File: config.mk
export PLATFORM = sky130hd
export DESIGN_NAME = lru_key_value_cache_core
export DESIGN_NICKNAME = d
export VERILOG_FILES = /design/src/design/lkvc_pkg.sv /design/src/design/lkvc_ram.sv /design/src/design/lru_key_value_cache_core.sv
export SDC_FILE = /design/constraint.sdc
export NUM_CORES = 1
export LEC_CHECK = 0
export ABC_AREA = 1
export BUFFER_PORTS_ARGS = -buffer_cell sky130_fd_sc_hd__buf_2
export CAP_MARGIN = 5
export CORE_ASPECT_RATIO = 0.5
export CORE_MARGIN = 1
export CORE_UTILIZATION = 28
export CTS_CLUSTER_SIZE = 40
export DETAILED_ROUTE_END_ITERATION = 12
export REMOVE_ABC_BUFFERS = 1
export SKIP_CTS_REPAIR_TIMING = 1
export SLEW_MARGIN = 20
export SYNTH_ARGS = -nofsm -noshare
export SYNTH_HDL_FRONTEND = slang
export SYNTH_SLANG_ARGS = --single-unit
File: constraint.sdc
create_clock -name clk_i -period 6.2 [get_ports clk_i]
set_clock_uncertainty 0.2 [all_clocks]
set_input_delay 0.62 -clock clk_i [delete_from_list [all_inputs] [get_ports clk_i]]
set_output_delay 0.62 -clock clk_i [all_outputs]
set_load 0.02 [all_outputs]
File: src/design/lkvc_pkg.sv
package lkvc_pkg;

  localparam int unsigned ENTRIES_DEFAULT = 16;
  localparam int unsigned KEY_BITS        = 16;
  localparam int unsigned VALUE_BITS      = 32;
  localparam int unsigned CAP_BITS        = 5;
  localparam int unsigned CAP_RESET       = 16;
  localparam int unsigned APB_DATA_BITS   = 32;
  localparam int unsigned APB_ADDR_BITS   = 3;

  // Register index, taken from the word address bit of the config port.
  localparam logic REG_CAPACITY = 1'b0;

  typedef enum logic [0:0] {
    KIND_LOOKUP = 1'b0,
    KIND_STORE  = 1'b1
  } kind_e;

  typedef enum logic [2:0] {
    ST_IDLE,
    ST_SCAN,
    ST_DECIDE,
    ST_SWEEP,
    ST_FINISH
  } state_e;

  typedef struct packed {
    kind_e                  kind;
    logic [KEY_BITS-1:0]    lookup_key;
    logic [VALUE_BITS-1:0]  store_value;
  } in_item_t;

  typedef struct packed {
    logic                   found;
    logic [VALUE_BITS-1:0]  read_value;
    logic                   evicted;
    logic [KEY_BITS-1:0]    evicted_key;
  } out_item_t;

endpackage

File: src/design/lkvc_ram.sv
module lkvc_ram #(
  parameter int unsigned WIDTH = 8,
  parameter int unsigned DEPTH = 16,
  localparam int unsigned AW = (DEPTH > 1) ? $clog2(DEPTH) : 1
) (
  input  logic             clk_i,
  input  logic             we_i,
  input  logic [AW-1:0]    waddr_i,
  input  logic [WIDTH-1:0] wdata_i,
  input  logic [AW-1:0]    raddr_i,
  output logic [WIDTH-1:0] rdata_o
);

  logic [WIDTH-1:0] mem_q [DEPTH];
  logic [WIDTH-1:0] rdata_q;

  always_ff @(posedge clk_i) begin
    if (we_i) begin
      mem_q[waddr_i] <= wdata_i;
    end
    rdata_q <= mem_q[raddr_i];
  end

  assign rdata_o = rdata_q;

endmodule

File: src/design/lru_key_value_cache_core.sv
// Each item is handled alone: a scan pass reads one entry per cycle, a decision state,
// a recency pass that rewrites ranks one entry per cycle, and a finish state that loads
// the output register once it is free. A lookup that misses skips the recency pass.
// A new item is accepted only in idle, after the previous result has been loaded.
// Reset clears valid bits, fill count and sets capacity to 16; memories are not cleared.
module lru_key_value_cache_core #(
  parameter int unsigned ENTRIES = lkvc_pkg::ENTRIES_DEFAULT
) (
  input  logic                                 clk_i,
  input  logic                                 rst_ni,
  input  logic                                 in_valid_i,
  output logic                                 in_ready_o,
  input  lkvc_pkg::in_item_t                   in_data_i,
  output logic                                 out_valid_o,
  input  logic                                 out_ready_i,
  output lkvc_pkg::out_item_t                  out_data_o,
  input  logic                                 psel,
  input  logic                                 penable,
  input  logic                                 pwrite,
  input  logic [lkvc_pkg::APB_ADDR_BITS-1:0]   paddr,
  input  logic [lkvc_pkg::APB_DATA_BITS-1:0]   pwdata,
  output logic [lkvc_pkg::APB_DATA_BITS-1:0]   prdata,
  output logic                                 pready
);

  localparam int unsigned IDX_W = (ENTRIES > 1) ? $clog2(ENTRIES) : 1;
  localparam int unsigned CNT_W = $clog2(ENTRIES + 1);
  localparam int unsigned CMP_W = (CNT_W > lkvc_pkg::CAP_BITS) ? CNT_W : lkvc_pkg::CAP_BITS;
  localparam int unsigned KB    = lkvc_pkg::KEY_BITS;
  localparam int unsigned VB    = lkvc_pkg::VALUE_BITS;
  localparam logic [IDX_W-1:0] LAST_IDX = IDX_W'(ENTRIES - 1);

  lkvc_pkg::state_e state_q, state_d;

  lkvc_pkg::in_item_t  req_q;
  lkvc_pkg::out_item_t res_q, res_d;
  lkvc_pkg::out_item_t out_q;
  logic                out_valid_q;

  logic [CNT_W-1:0] cnt_q;
  logic             chk_vld_q;
  logic [IDX_W-1:0] chk_idx_q;

  logic             hit_q, free_q, vic_q;
  logic [IDX_W-1:0] hit_idx_q, free_idx_q, vic_idx_q;
  logic [IDX_W-1:0] hit_rank_q, vic_rank_q;
  logic [VB-1:0]    hit_val_q;
  logic [KB-1:0]    vic_key_q;

  logic [IDX_W-1:0] tgt_idx_q, tgt_idx_d;
  logic [IDX_W-1:0] old_rank_q, old_rank_d;
  logic             age_all_q, age_all_d;

  logic [ENTRIES-1:0]            valid_q;
  logic [CNT_W-1:0]              fill_q;
  logic [lkvc_pkg::CAP_BITS-1:0] cap_q;

  // Control from the state machine.
  logic in_accept, issue, scan_eval, sweep_eval, decide, fin_load;

  // Memory ports.
  logic [IDX_W-1:0] rd_addr;
  logic [KB-1:0]    key_rd;
  logic [VB-1:0]    val_rd;
  logic [IDX_W-1:0] rank_rd;
  logic             key_we, val_we, rank_we;
  logic [IDX_W-1:0] rank_wdata;

  // Decision signals.
  logic             is_store, room, do_sweep, set_valid;
  logic [CMP_W-1:0] fill_ext, cap_ext, eff_cap;
  logic             entry_valid, key_match;

  assign rd_addr = cnt_q[IDX_W-1:0];

  lkvc_ram #(.WIDTH(KB), .DEPTH(ENTRIES)) u_key_ram (
    .clk_i   (clk_i),
    .we_i    (key_we),
    .waddr_i (tgt_idx_d),
    .wdata_i (req_q.lookup_key),
    .raddr_i (rd_addr),
    .rdata_o (key_rd)
  );

  lkvc_ram #(.WIDTH(VB), .DEPTH(ENTRIES)) u_val_ram (
    .clk_i   (clk_i),
    .we_i    (val_we),
    .waddr_i (tgt_idx_d),
    .wdata_i (req_q.store_value),
    .raddr_i (rd_addr),
    .rdata_o (val_rd)
  );

  lkvc_ram #(.WIDTH(IDX_W), .DEPTH(ENTRIES)) u_rank_ram (
    .clk_i   (clk_i),
    .we_i    (rank_we),
    .waddr_i (chk_idx_q),
    .wdata_i (rank_wdata),
    .raddr_i (rd_addr),
    .rdata_o (rank_rd)
  );

  // Next state.
  always_comb begin
    state_d = state_q;
    case (state_q)
      lkvc_pkg::ST_IDLE: begin
        if (in_valid_i) state_d = lkvc_pkg::ST_SCAN;
      end
      lkvc_pkg::ST_SCAN: begin
        if (chk_vld_q && chk_idx_q == LAST_IDX) state_d = lkvc_pkg::ST_DECIDE;
      end
      lkvc_pkg::ST_DECIDE: begin
        state_d = do_sweep ? lkvc_pkg::ST_SWEEP : lkvc_pkg::ST_FINISH;
      end
      lkvc_pkg::ST_SWEEP: begin
        if (chk_vld_q && chk_idx_q == LAST_IDX) state_d = lkvc_pkg::ST_FINISH;
      end
      lkvc_pkg::ST_FINISH: begin
        if (!out_valid_q || out_ready_i) state_d = lkvc_pkg::ST_IDLE;
      end
      default: state_d = lkvc_pkg::ST_IDLE;
    endcase
  end

  // State outputs.
  always_comb begin
    in_ready_o = 1'b0;
    issue      = 1'b0;
    scan_eval  = 1'b0;
    sweep_eval = 1'b0;
    decide     = 1'b0;
    fin_load   = 1'b0;
    case (state_q)
      lkvc_pkg::ST_IDLE: begin
        in_ready_o = 1'b1;
      end
      lkvc_pkg::ST_SCAN: begin
        issue     = (cnt_q < CNT_W'(ENTRIES));
        scan_eval = chk_vld_q;
      end
      lkvc_pkg::ST_DECIDE: begin
        decide = 1'b1;
      end
      lkvc_pkg::ST_SWEEP: begin
        issue      = (cnt_q < CNT_W'(ENTRIES));
        sweep_eval = chk_vld_q;
      end
      lkvc_pkg::ST_FINISH: begin
        fin_load = !out_valid_q || out_ready_i;
      end
      default: ;
    endcase
  end

  assign in_accept = in_valid_i && in_ready_o;

  // Capacity clamp: zero acts as one, anything above the entry count as the entry count.
  always_comb begin
    fill_ext = CMP_W'(fill_q);
    cap_ext  = CMP_W'(cap_q);
    if (cap_ext == '0) begin
      eff_cap = CMP_W'(1);
    end else if (cap_ext > CMP_W'(ENTRIES)) begin
      eff_cap = CMP_W'(ENTRIES);
    end else begin
      eff_cap = cap_ext;
    end
    room = fill_ext < eff_cap;
  end

  assign entry_valid = valid_q[chk_idx_q];
  assign key_match   = entry_valid && (key_rd == req_q.lookup_key);
  assign is_store    = (req_q.kind == lkvc_pkg::KIND_STORE);

  // Decision: pick the entry to touch and build the result beat.
  always_comb begin
    tgt_idx_d  = tgt_idx_q;
    old_rank_d = old_rank_q;
    age_all_d  = 1'b0;
    do_sweep   = 1'b0;
    set_valid  = 1'b0;
    key_we     = 1'b0;
    val_we     = 1'b0;
    res_d      = '0;
    if (hit_q) begin
      tgt_idx_d      = hit_idx_q;
      old_rank_d     = hit_rank_q;
      do_sweep       = 1'b1;
      val_we         = decide && is_store;
      res_d.found    = 1'b1;
      res_d.read_value = is_store ? '0 : hit_val_q;
    end else if (is_store) begin
      do_sweep = 1'b1;
      key_we   = decide;
      val_we   = decide;
      if (room) begin
        tgt_idx_d = free_idx_q;
        age_all_d = 1'b1;
        set_valid = decide;
      end else begin
        tgt_idx_d         = vic_idx_q;
        old_rank_d        = vic_rank_q;
        res_d.evicted     = 1'b1;
        res_d.evicted_key = vic_key_q;
      end
    end
  end

  // Recency: touched entry gets rank zero; newer entries (all, on a fill) age by one.
  always_comb begin
    rank_we    = 1'b0;
    rank_wdata = rank_rd + IDX_W'(1);
    if (sweep_eval) begin
      if (chk_idx_q == tgt_idx_q) begin
        rank_we    = 1'b1;
        rank_wdata = '0;
      end else if (entry_valid && (age_all_q || rank_rd < old_rank_q)) begin
        rank_we = 1'b1;
      end
    end
  end

  always_ff @(posedge clk_i or negedge rst_ni) begin
    if (!rst_ni) begin
      state_q     <= lkvc_pkg::ST_IDLE;
      cnt_q       <= '0;
      chk_vld_q   <= 1'b0;
      hit_q       <= 1'b0;
      free_q      <= 1'b0;
      vic_q       <= 1'b0;
      age_all_q   <= 1'b0;
      out_valid_q <= 1'b0;
      valid_q     <= '0;
      fill_q      <= '0;
      cap_q       <= lkvc_pkg::CAP_BITS'(lkvc_pkg::CAP_RESET);
    end else begin
      state_q   <= state_d;
      chk_vld_q <= issue;
      if (issue) begin
        cnt_q <= cnt_q + CNT_W'(1);
      end
      if (in_accept) begin
        cnt_q  <= '0;
        hit_q  <= 1'b0;
        free_q <= 1'b0;
        vic_q  <= 1'b0;
      end
      if (scan_eval) begin
        if (key_match && !hit_q) hit_q <= 1'b1;
        if (!entry_valid) free_q <= 1'b1;
        if (entry_valid) vic_q <= 1'b1;
      end
      if (decide) begin
        cnt_q     <= '0;
        age_all_q <= age_all_d;
        if (set_valid) begin
          valid_q[tgt_idx_d] <= 1'b1;
          fill_q             <= fill_q + CNT_W'(1);
        end
      end
      if (fin_load) begin
        out_valid_q <= 1'b1;
      end else if (out_ready_i) begin
        out_valid_q <= 1'b0;
      end
      if (psel && penable && pwrite && paddr[2] == lkvc_pkg::REG_CAPACITY) begin
        cap_q <= pwdata[lkvc_pkg::CAP_BITS-1:0];
      end
    end
  end

  // Payload registers.
  always_ff @(posedge clk_i) begin
    if (in_accept) begin
      req_q <= in_data_i;
    end
    if (issue) begin
      chk_idx_q <= rd_addr;
    end
    if (scan_eval) begin
      if (key_match && !hit_q) begin
        hit_idx_q  <= chk_idx_q;
        hit_rank_q <= rank_rd;
        hit_val_q  <= val_rd;
      end
      if (!entry_valid && !free_q) begin
        free_idx_q <= chk_idx_q;
      end
      if (entry_valid && (!vic_q || rank_rd > vic_rank_q)) begin
        vic_idx_q  <= chk_idx_q;
        vic_rank_q <= rank_rd;
        vic_key_q  <= key_rd;
      end
    end
    if (decide) begin
      tgt_idx_q  <= tgt_idx_d;
      old_rank_q <= old_rank_d;
      res_q      <= res_d;
    end
    if (fin_load) begin
      out_q <= res_q;
    end
  end

  assign out_valid_o = out_valid_q;
  assign out_data_o  = out_q;

  assign pready = 1'b1;
  assign prdata = (paddr[2] == lkvc_pkg::REG_CAPACITY) ?
                  lkvc_pkg::APB_DATA_BITS'(cap_q) : '0;

endmodule

== Word-level counts from Yosys, hierarchy flattened ==
Memory sizes are Yosys's and may differ from the RTL's. A register that Yosys moved wholly into a read port is not among the register bits.
Cells that the tools add are included.
W data, S select, Z words.
Cells by class
  add/subtract/negate cells: 3
  multipliers: 0
  div/mod/pow operators: 0
  magnitude comparators: 8
  equality and inequality tests: 12
  shift operators: 0
  mux-type cells: 64
  bitwise operators: 4
  reductions and logical operators: 35
Operators by type and width (number)
  $mux W1: 39
  $mux W33: 1
  $mux W32: 1
  $mux W4: 8
  $mux W5: 6
  $mux W17: 1
  $eq A16 B16 Y1: 1
  $or A16 B16 Y16: 1
  $mux W3: 5
  $pmux W3 S5: 1
  $logic_and A1 B1 Y1: 12
  $add A5 B1 Y5 const B: 2
  $lt A4 B5 Y1 const B: 2
  $ne A2 B2 Y1 const B: 5
  $reduce_and A2 Y1: 4
  $eq A3 B2 Y1 const B: 2
  $reduce_or A2 Y1: 3
  $gt A5 B5 Y1 const B: 1
  $logic_not A1 Y1: 5
  $logic_not A5 Y1: 1
  $lt A5 B5 Y1: 1
  $lt A5 B5 Y1 const B: 1
  $add A4 B1 Y4 const B: 1
  $bmux W1 S4: 1
  other kinds (16): 21
Storage, ports and cells
  bits in registers: 269
  bits in latches: 0
  bits in writable memories: 832
  ROM bits: 0
  input port bits: 91
  output and inout port bits: 85
  logic and storage cells: 161
  memories kept: 3
Memories
  u_val_ram.mem_q: words 16, width 32, read ports 1, clocked after Yosys merged registers in 1, write ports 1, line lkvc_ram.sv:14  | logic [WIDTH-1:0] mem_q [DEPTH];
  u_key_ram.mem_q: words 16, width 16, read ports 1, clocked after Yosys merged registers in 1, write ports 1, line lkvc_ram.sv:14
  u_rank_ram.mem_q: words 16, width 4, read ports 1, clocked after Yosys merged registers in 1, write ports 1, line lkvc_ram.sv:14

== Depth between registers and ports, before layout ==
Gate-level depths: netlist (run 1).
  depth in word-level cells: 12
  depth in mapped cells: 14
  mapped depth without buffers: 14

== By module ==
From an unflattened synthesis (run 1), not the netlist that was laid out.
Unflattened totals
  cells, all modules: 4246
  area, all modules: 47424.2 um^2
By module, submodules not included
  lkvc_ram at u_val_ram: instances 1, cells an instance 2120, area an instance 22730.6 um^2, sequential area each 16015.4 um^2
  lkvc_ram at u_key_ram: instances 1, cells an instance 1074, area an instance 11388.4 um^2, sequential area each 8007.7 um^2
  lru_key_value_cache_core: instances 1, cells an instance 760, area an instance 10337.4 um^2, sequential area each 7878.8 um^2
  lkvc_ram at u_rank_ram: instances 1, cells an instance 292, area an instance 2967.8 um^2, sequential area each 2001.9 um^2

== Worst setup path before layout (run 1) ==
Ideal clock, no wire load.
  path kind: reg2reg
  start: register cap_q, in the netlist cap_ext[4]
  end: memory u_val_ram.mem_q[2][0] in the netlist's numbering (enable)
  library setup time: 0.421 ns
  data arrival time: 3.240 ns
  data required time: 5.579 ns
  setup slack: 2.339 ns
  stages on the path, launching flop included: 13
  path buffers: 0
  clock period less this slack: 3.861 ns
  cells stage by stage: dfstp_2 -> inv_1 -> ha_1 -> a21o_1 -> nor2_8 -> nand2_4 -> nand2_2 -> nand3_2 -> nand2_4 -> inv_4 -> nor2_8 -> nand2_1 -> nor2_1
On the way
  cells in the longest elaborated chain, start to end: 7
  elaborated cells between the ends (all ways): 8
  classes of those cells: order compare: 2; mux: 5; reduce/logical: 1
RTL lines
  from (decl): line lru_key_value_cache_core.sv:56  | logic [lkvc_pkg::CAP_BITS-1:0] cap_q;
  from (signal assigned): line lru_key_value_cache_core.sv:236  | cap_q <= lkvc_pkg::CAP_BITS'(lkvc_pkg::CAP_RESET);
  from (signal assigned): line lru_key_value_cache_core.sv:268  | cap_q <= pwdata[lkvc_pkg::CAP_BITS-1:0];
  $gt A5 B5 Y1: line lru_key_value_cache_core.sv:164  | end else if (cap_ext > CMP_W'(ENTRIES)) begin
  $mux W5: line lru_key_value_cache_core.sv:164
  $mux W5 (*): line lru_key_value_cache_core.sv:162  | if (cap_ext == '0) begin
  $lt A5 B5 Y1 (*): line lru_key_value_cache_core.sv:169  | room = fill_ext < eff_cap;
  $mux W4 (*): line lru_key_value_cache_core.sv:197  | if (room) begin
  $mux W4 (*): line lru_key_value_cache_core.sv:193  | end else if (is_store) begin
  $mux W4 (*): line lru_key_value_cache_core.sv:186  | if (hit_q) begin
  net tgt_idx_d[3]: line lru_key_value_cache_core.sv:50  | logic [IDX_W-1:0] tgt_idx_q, tgt_idx_d;
  to (decl): line lkvc_ram.sv:14
Mark *: on every way through the listed nets, which the timed path passes. The rest lies on a longest branch.

== Final worst setup path (run 1) ==
  start: register cap_q, in the netlist cap_ext[4]
  end: memory u_val_ram.mem_q[13][17] in the netlist's numbering (enable)
On the way
  cells in the longest elaborated chain, start to end: 7
  elaborated cells between the ends (all ways): 8
  classes of those cells: order compare: 2; mux: 5; reduce/logical: 1
RTL lines (line)
  $gt A5 B5 Y1: lru_key_value_cache_core.sv:164
  $mux W5: lru_key_value_cache_core.sv:164
  $mux W5 (*): lru_key_value_cache_core.sv:162
  $lt A5 B5 Y1 (*): lru_key_value_cache_core.sv:169
  $mux W4 (*): lru_key_value_cache_core.sv:197
  $mux W4 (*): lru_key_value_cache_core.sv:193
  $mux W4 (*): lru_key_value_cache_core.sv:186
Mark *: on every way between the ends. The rest lies on a longest branch, timed or not.

==> results of run 1 <==
-- final timing paths --
kind	from	end
setup / recovery	cap_ext[4]	u_val_ram.mem_q[13][17]
hold / removal	pwdata[4]	cap_ext[4]
setup reg to reg	cap_ext[4]	u_val_ram.mem_q[13][17]
hold reg to reg	u_val_ram.rdata_o[17]	hit_val_q[17]
max in group asynchronous	rst_ni	cnt_q[1]
min in group asynchronous	rst_ni	out_valid_o
-- registers in the layout, summed over array words and instances, names as in the netlist, 16 cells and up --
name               flops
u_val_ram.mem_q      512
u_key_ram.mem_q      256
u_rank_ram.mem_q      64
out_data_o            50
res_q                 50
req_q                 48
hit_val_q             32
u_val_ram.rdata_o     32
u_key_ram.rdata_o     16
valid_q               16
vic_key_q             16
-- metrics by stage --
stage	utilization, %	setup slack (ns)	hold WS [ns]	std cells	instance area, um^2
2_1_floorplan	-	-7.45	0.124	3025	42800
3_5_place_dp	30.1	2.11	0.191	5269	46600
6_report	32.8	2.40	-0.00268	5534	50900
5_1_grt	32.8	2.18	0.00358	5534	50900
4_1_cts	32.5	2.14	-0.150	5482	50400
3_3_place_gp	30.0	2.34	0.188	5269	46600
-- routing by layer --
metal,share of wire (%),global-route usage [%]
met4,2.6,4.01
met2,50,22.8
met3,5.6,1.99
met5,0,0
met1,42,15.9
-- final cells by class --
| cell class | instances | area [um^2] |
|---|---|---|
| Multi-Input combinational cell | 1732 | 8560 |
| Clock buffer | 166 | 3230 |
| Clock inverter | 47 | 538 |
| Fill cell | 15000 | 104000 |
| Tap cell | 2080 | 2600 |
| Timing Repair Buffer | 215 | 1500 |
| Sequential cell | 1153 | 33900 |
| Antenna cell | 1 | 2.50 |
| Inverter | 140 | 543 |
-- cell families after synthesis --
family	Yosys count	share of synthesized area, %
flops	1153	77.4
xor+xnor	19	0.380
other cells	2	0.0171
fa+ha+maj	14	0.400
compound gates	830	10.4
buf+inv	346	3.61
simple gates	841	7.83
-- worst max-delay path: stages (launching register included) --
cell and delay [ns]:
dfstp_2 0.53, inv_1 0.09, ha_1 0.30, a21o_1 0.24, nor2_8 0.22, nand3_1 0.13, nand3_1 0.12, nand2_2 0.11
nor2_4 0.21, nand2_1 0.15, nor2_4 0.75, buf_4 0.42
-- power groups by stage --
stage | logic (mW) | registers [mW] | clock network, mW
after floorplan | 3.18 | 10.4 | 0
after global placement | 4.83 | 10.3 | 0
after detailed placement | 4.98 | 10.4 | 0
after CTS | 5.00 | 10.2 | 7.01
after global routing | 5.55 | 10.3 | 7.29
final | 5.01 | 10.2 | 6.87
-- layout by cell type, fill, tap and decap left out, drive strengths merged --
cell type and n:
diode 1, dfstp 1, nand2 142, bufinv 9, dlygate4sd3 51, o21ai 517, conb 28, edfxtp 1061
o2111ai 1, nor4 1, a211oi 2, nand4 4, ha 14, buf 164, clkbuf 166, nor2 650
xnor2 4, o22ai 252, dfrtp 39, o211ai 2, xor2 15, nor3 8, dfxtp 52, a22oi 17
a21oi 36, inv 132, a21o 1, clkinv 42, nand3 36, clkinvlp 4, o21bai 1, o21a 1
==> results.cfg, run 1 <==
[timing]
setup_viol = 0
finalCritPeriodShare_pct = 61.3
period_needed_ns = 3.80
rsz0062_at_grt = no
slew_headroom_pct = 28.5
fmax_ghz = 0.263
finalHoldViolCount = 1
slew_violations = 0
whs_ns = -0.00268
setup_tns_ns = 0
worst_slew_pin_slew_ns = 1.07

[min_path]
hp-class = primary input to flip-flop
hold_path_depth = 3

[yosys]
synth_top_area_share_pct = 72.7
synth_most_common_cell = edfxtp_1
syn_avg_cell_area_um2 = 13.7
synthDistinctLibCells = 43
async_flop_share_pct = 3.47
synthTopCellsByCount = edfxtp_1 (1061), nor2_1 (636), o21ai_0 (497)
synth-seq-area-share_pct = 77.4
synth_ff_type = edfxtp_1
synth_area_um2 = 43800
synth_area_leaders = edfxtp_1 (73%), o21ai_0 (5.7%), nor2_1 (5.4%), o22ai_1 (3.6%), dfxtp_1 (2.4%)
synth_seq_cells = 1153
syn-instance-count = 3205
yosys_warnings = 0
yosysTopAreaCell = edfxtp_1
synth-edff-count = 1061

[drt]
dr.pass1.iters = 5
drc_errors = 0
avgViaCountPerCell = 4.72
ant_nets = 0
post_drt_wl_per_cell_um = 18.9
drtIter0Drc = 2136
routed_wirelength_um = 104000
vias = 26100

[pwr]
vdd_drop_max_v = 0.000326
switching_share_pct = 31.9
power_switching_mw = 7.04
total_power_mw = 22.1
p_clk_share_pct = 31.1
p_per_area_nw_per_um2 = 434
power.internal_mw = 15.0
pwr-share-comb_pct = 22.7
power.share.sequential_pct = 46.2
p_leak_nw = 17.1

[die]
start_util_pct = 28.2
die-area_um2 = 158000
fp.dieH_um = 282
die_width_um = 561
rows = 102
io_pins = 176
core_area_um2 = 155000

[clocking]
cts_tree = built
cts_max_path_buffers = 3
clk_pin_slew_worst_paths_ns = 0.06
cts_made_buffers = 114
htree_num_levels = 3
cts_sinks = 1153
clk_latency_ns = 0.70
root_buffer = clkbuf_16

[worst_setup_path]
r2r_slack_ns = 2.40
startpoint_type = flip-flop
worst-path-max-fanout = 20
cp_data_arrival_time_ns = 3.98
crit_type = flip-flop to flip-flop
cp.required_ns = 6.38
endpoint_kind = flip-flop
reg2reg_depth = 11

[grt]
grt-ovfl-total = 0
grt_max_degree = 187
grt_pass1_vias = 25700
grt_first_pass_wirelength_um = 154000
grt_usage_pct = 12.8
antenna_found_initial = 4

[cells_and_area]
nets = 3461
syn_to_final_growth_pct = 16.2
drive_above_1_share_pct = 12.1

[place]
io_buffers = 118
hpwl_um = 54600
gp_congestion = 0.770

[flow_run]
maxCapViolations = 0

[outcome]
status = finished, violations left
violations = hold timing
Power figures use the tool's default switching activity.
==> run 2, diff against run 1 <==
ABC_AREA = 0   (was 1)
clock period = 3.07 ns   (was 6.2 ns; I/O delays follow)
==> run 2 against run 1 <==
  * Highest routed layer is now met5
  * Sequential share of layout area shrank 3.0 points
  * Total power increased by 93%
  * Largest power group unchanged
  * Combinational power grew 87%
  * Final area is 4.8% higher
  * The flow finishes with violations (setup timing)
  * Clock power is 99% higher
  * Hold slack better by 0.094 ns
  * Non-clock buffer count up 194
  * Register-to-register slack got worse by 2.8 ns
  * Clock-buffer cell count is 17 lower
  * Critical path type unchanged
==> results.cfg, run 2 <==
[outcome]
status = finished, violations left
violations = setup timing

[grt]
grt-ovfl-total = 0
antenna_found_initial = 3
grt_pass1_vias = 20000
grt_first_pass_wirelength_um = 133000
grt_max_degree = 72
grt_usage_pct = 11.6

[worst_setup_path]
worst-path-max-fanout = 8
cp.required_ns = 3.31
cp_data_arrival_time_ns = 3.72
crit_type = flip-flop to flip-flop
startpoint_type = flip-flop
endpoint_kind = flip-flop

[cells_and_area]
largest_reg_flops = 512
layout_common_cells = edfxtp_1 (1061), mux4_2 (264), clkbuf_16 (142)
layout_commonest_cell = edfxtp_1
fillers = 13700
drive_above_1_share_pct = 35.0
nets = 2420
syn_to_final_growth_pct = 25.1
top_register = u_val_ram.mem_q
reg.largest.list = u_val_ram.mem_q (512), u_key_ram.mem_q (256), u_rank_ram.mem_q (64)

[drt]
drtIter0Drc = 1767
vias = 19900
dr.pass1.iters = 5
drc_errors = 0
post_drt_wl_per_cell_um = 22.2
ant_nets = 0
avgViaCountPerCell = 4.53
routed_wirelength_um = 97800

[yosys]
yosys_warnings = 0
synth-edff-count = 1061
synth_area_leaders = edfxtp_1 (75%), mux4_2 (14%), dfxtp_1 (2.4%), dfrtp_1 (2.3%), xnor2_1 (0.53%)
synth_area_um2 = 42600
synth_most_common_cell = edfxtp_1
syn_avg_cell_area_um2 = 22.7
synth_seq_cells = 1153
syn-instance-count = 1879
synthTopCellsByCount = edfxtp_1 (1061), mux4_2 (264), nor2_1 (55)
synth-seq-area-share_pct = 79.5
synth_top_area_share_pct = 74.7
yosysTopAreaCell = edfxtp_1
synth_ff_type = edfxtp_1
synthDistinctLibCells = 54
async_flop_share_pct = 3.47

[place]
io_buffers = 118
gp_congestion = 0.790
hpwl_um = 55300

[pwr]
vdd_drop_max_v = 0.000491
p_per_area_nw_per_um2 = 799
p_leak_nw = 17.4

[clocking]
cts_sinks = 1153
cts_tree = built
root_buffer = clkbuf_16
cts_made_buffers = 108
cts_max_path_buffers = 3
clk_latency_ns = 0.73
htree_num_levels = 3
clk_pin_slew_worst_paths_ns = 0.06

[timing]
whs_ns = 0.0913
worst_slew_pin_slew_ns = 0.972
finalHoldViolCount = 0
finalCritPeriodShare_pct = 113
rsz0062_at_grt = yes
period_needed_ns = 3.48
setup_viol = 773
setup_slack_ns = -0.409
setup_tns_ns = -200.64
slew_headroom_pct = 35.2
fmax_ghz = 0.287
slew_violations = 0

[die]
io_pins = 176
die_width_um = 554
rows = 100
fp.dieH_um = 278
die-area_um2 = 154000
core_area_um2 = 150000
start_util_pct = 28.4

[flow_run]
maxCapViolations = 0

[min_path]
hp-class = primary input to flip-flop
[run 2: where the power goes]
| part | switching [mW] | internal (mW) | leakage [nW] |
|---|---|---|---|
| clock network | 5.86 | 7.84 | 1.78 |
| logic | 4.65 | 4.74 | 5.05 |
| registers | 0.875 | 18.7 | 10.5 |
| total | 11.4 | 31.2 | 17.4 |
[run 2: stage by stage]
step	util (%)	setup slack, ns	cells	instance area (um^2)	power [mW]
final	35.6	-0.409	4402	53300	42.6
after global routing	35.6	-0.498	4402	53300	44.3
after CTS	34.0	-0.457	4260	51000	42.9
after detailed placement	31.5	-0.455	4054	47300	29.2
after global placement	31.5	-0.414	4054	47300	29.1
after floorplan	-	-6.36	1795	42200	24.5
[run 2: final cells by class]
cell class,instances,area [um^2],share of cell area (%)
inverters,19,76.3,0.143
well taps,1989,2490,4.67
flip-flops and latches,1153,33900,63.6
repair buffers,409,4630,8.68
clock inverters,57,704,1.32
clock buffers,149,2970,5.56
multi-input cells,624,8530,16.0
diodes,2,5.00,0.00939
[run 2: path summary, 6_finish.rpt]
| kind | start | to | slack [ns] | cells after the start |
|---|---|---|---|---|
| setup / recovery | cap_ext[4] | u_val_ram.mem_q[9][11] | -0.41 | 13 |
| hold / removal | in_data_i[1] | req_q[1] | 0.09 | 2 |
| setup reg to reg | cap_ext[4] | u_val_ram.mem_q[9][11] | -0.41 | 13 |
| hold reg to reg | u_val_ram.rdata_o[11] | hit_val_q[11] | 0.20 | 0 |
| max in group asynchronous | rst_ni | cnt_q[3] | 1.97 | 4 |
| min in group asynchronous | rst_ni | cap_ext[4] | 0.44 | 3 |
[run 2: metal layers]
layer / up-vias / GRT usage [%] / wire (um)
met4: 2 / 3.91 / 2240
met5: - / 0 / 17
met2: 573 / 19.2 / 47700
met3: 124 / 1.91 / 5520
met1: 10600 / 15.6 / 42400
li1: 8642 / - / -
[run 2: cell families (layout without fill, tap and decap cells)]
| group | after synthesis | after routing | share of synthesized area (%) |
|---|---|---|---|
| adder cells (fa/ha/maj) | 14 | 14 | 0.411 |
| AND/OR/NAND/NOR | 211 | 211 | 2.60 |
| multiplexers | 278 | 278 | 14.3 |
| flip-flops | 1153 | 1153 | 79.5 |
| XOR/XNOR | 30 | 30 | 0.616 |
| other | 2 | 30 | 0.0176 |
| buffers and inverters | 129 | 634 | 1.49 |
| AO/OA/AOI/OAI | 62 | 63 | 1.04 |
[run 2: worst max-delay path: stages, from the launching register on]
cell and delay, ns:
dfstp_2 0.55, inv_4 0.05, ha_4 0.27, nand2_4 0.04, a211o_1 0.33, o21a_4 0.26
buf_6 0.13, o211ai_1 0.32, buf_4 0.22, nand2_4 0.07, buf_12 0.16, nor3_4 0.22
buf_12 0.18, clkbuf_16 0.17
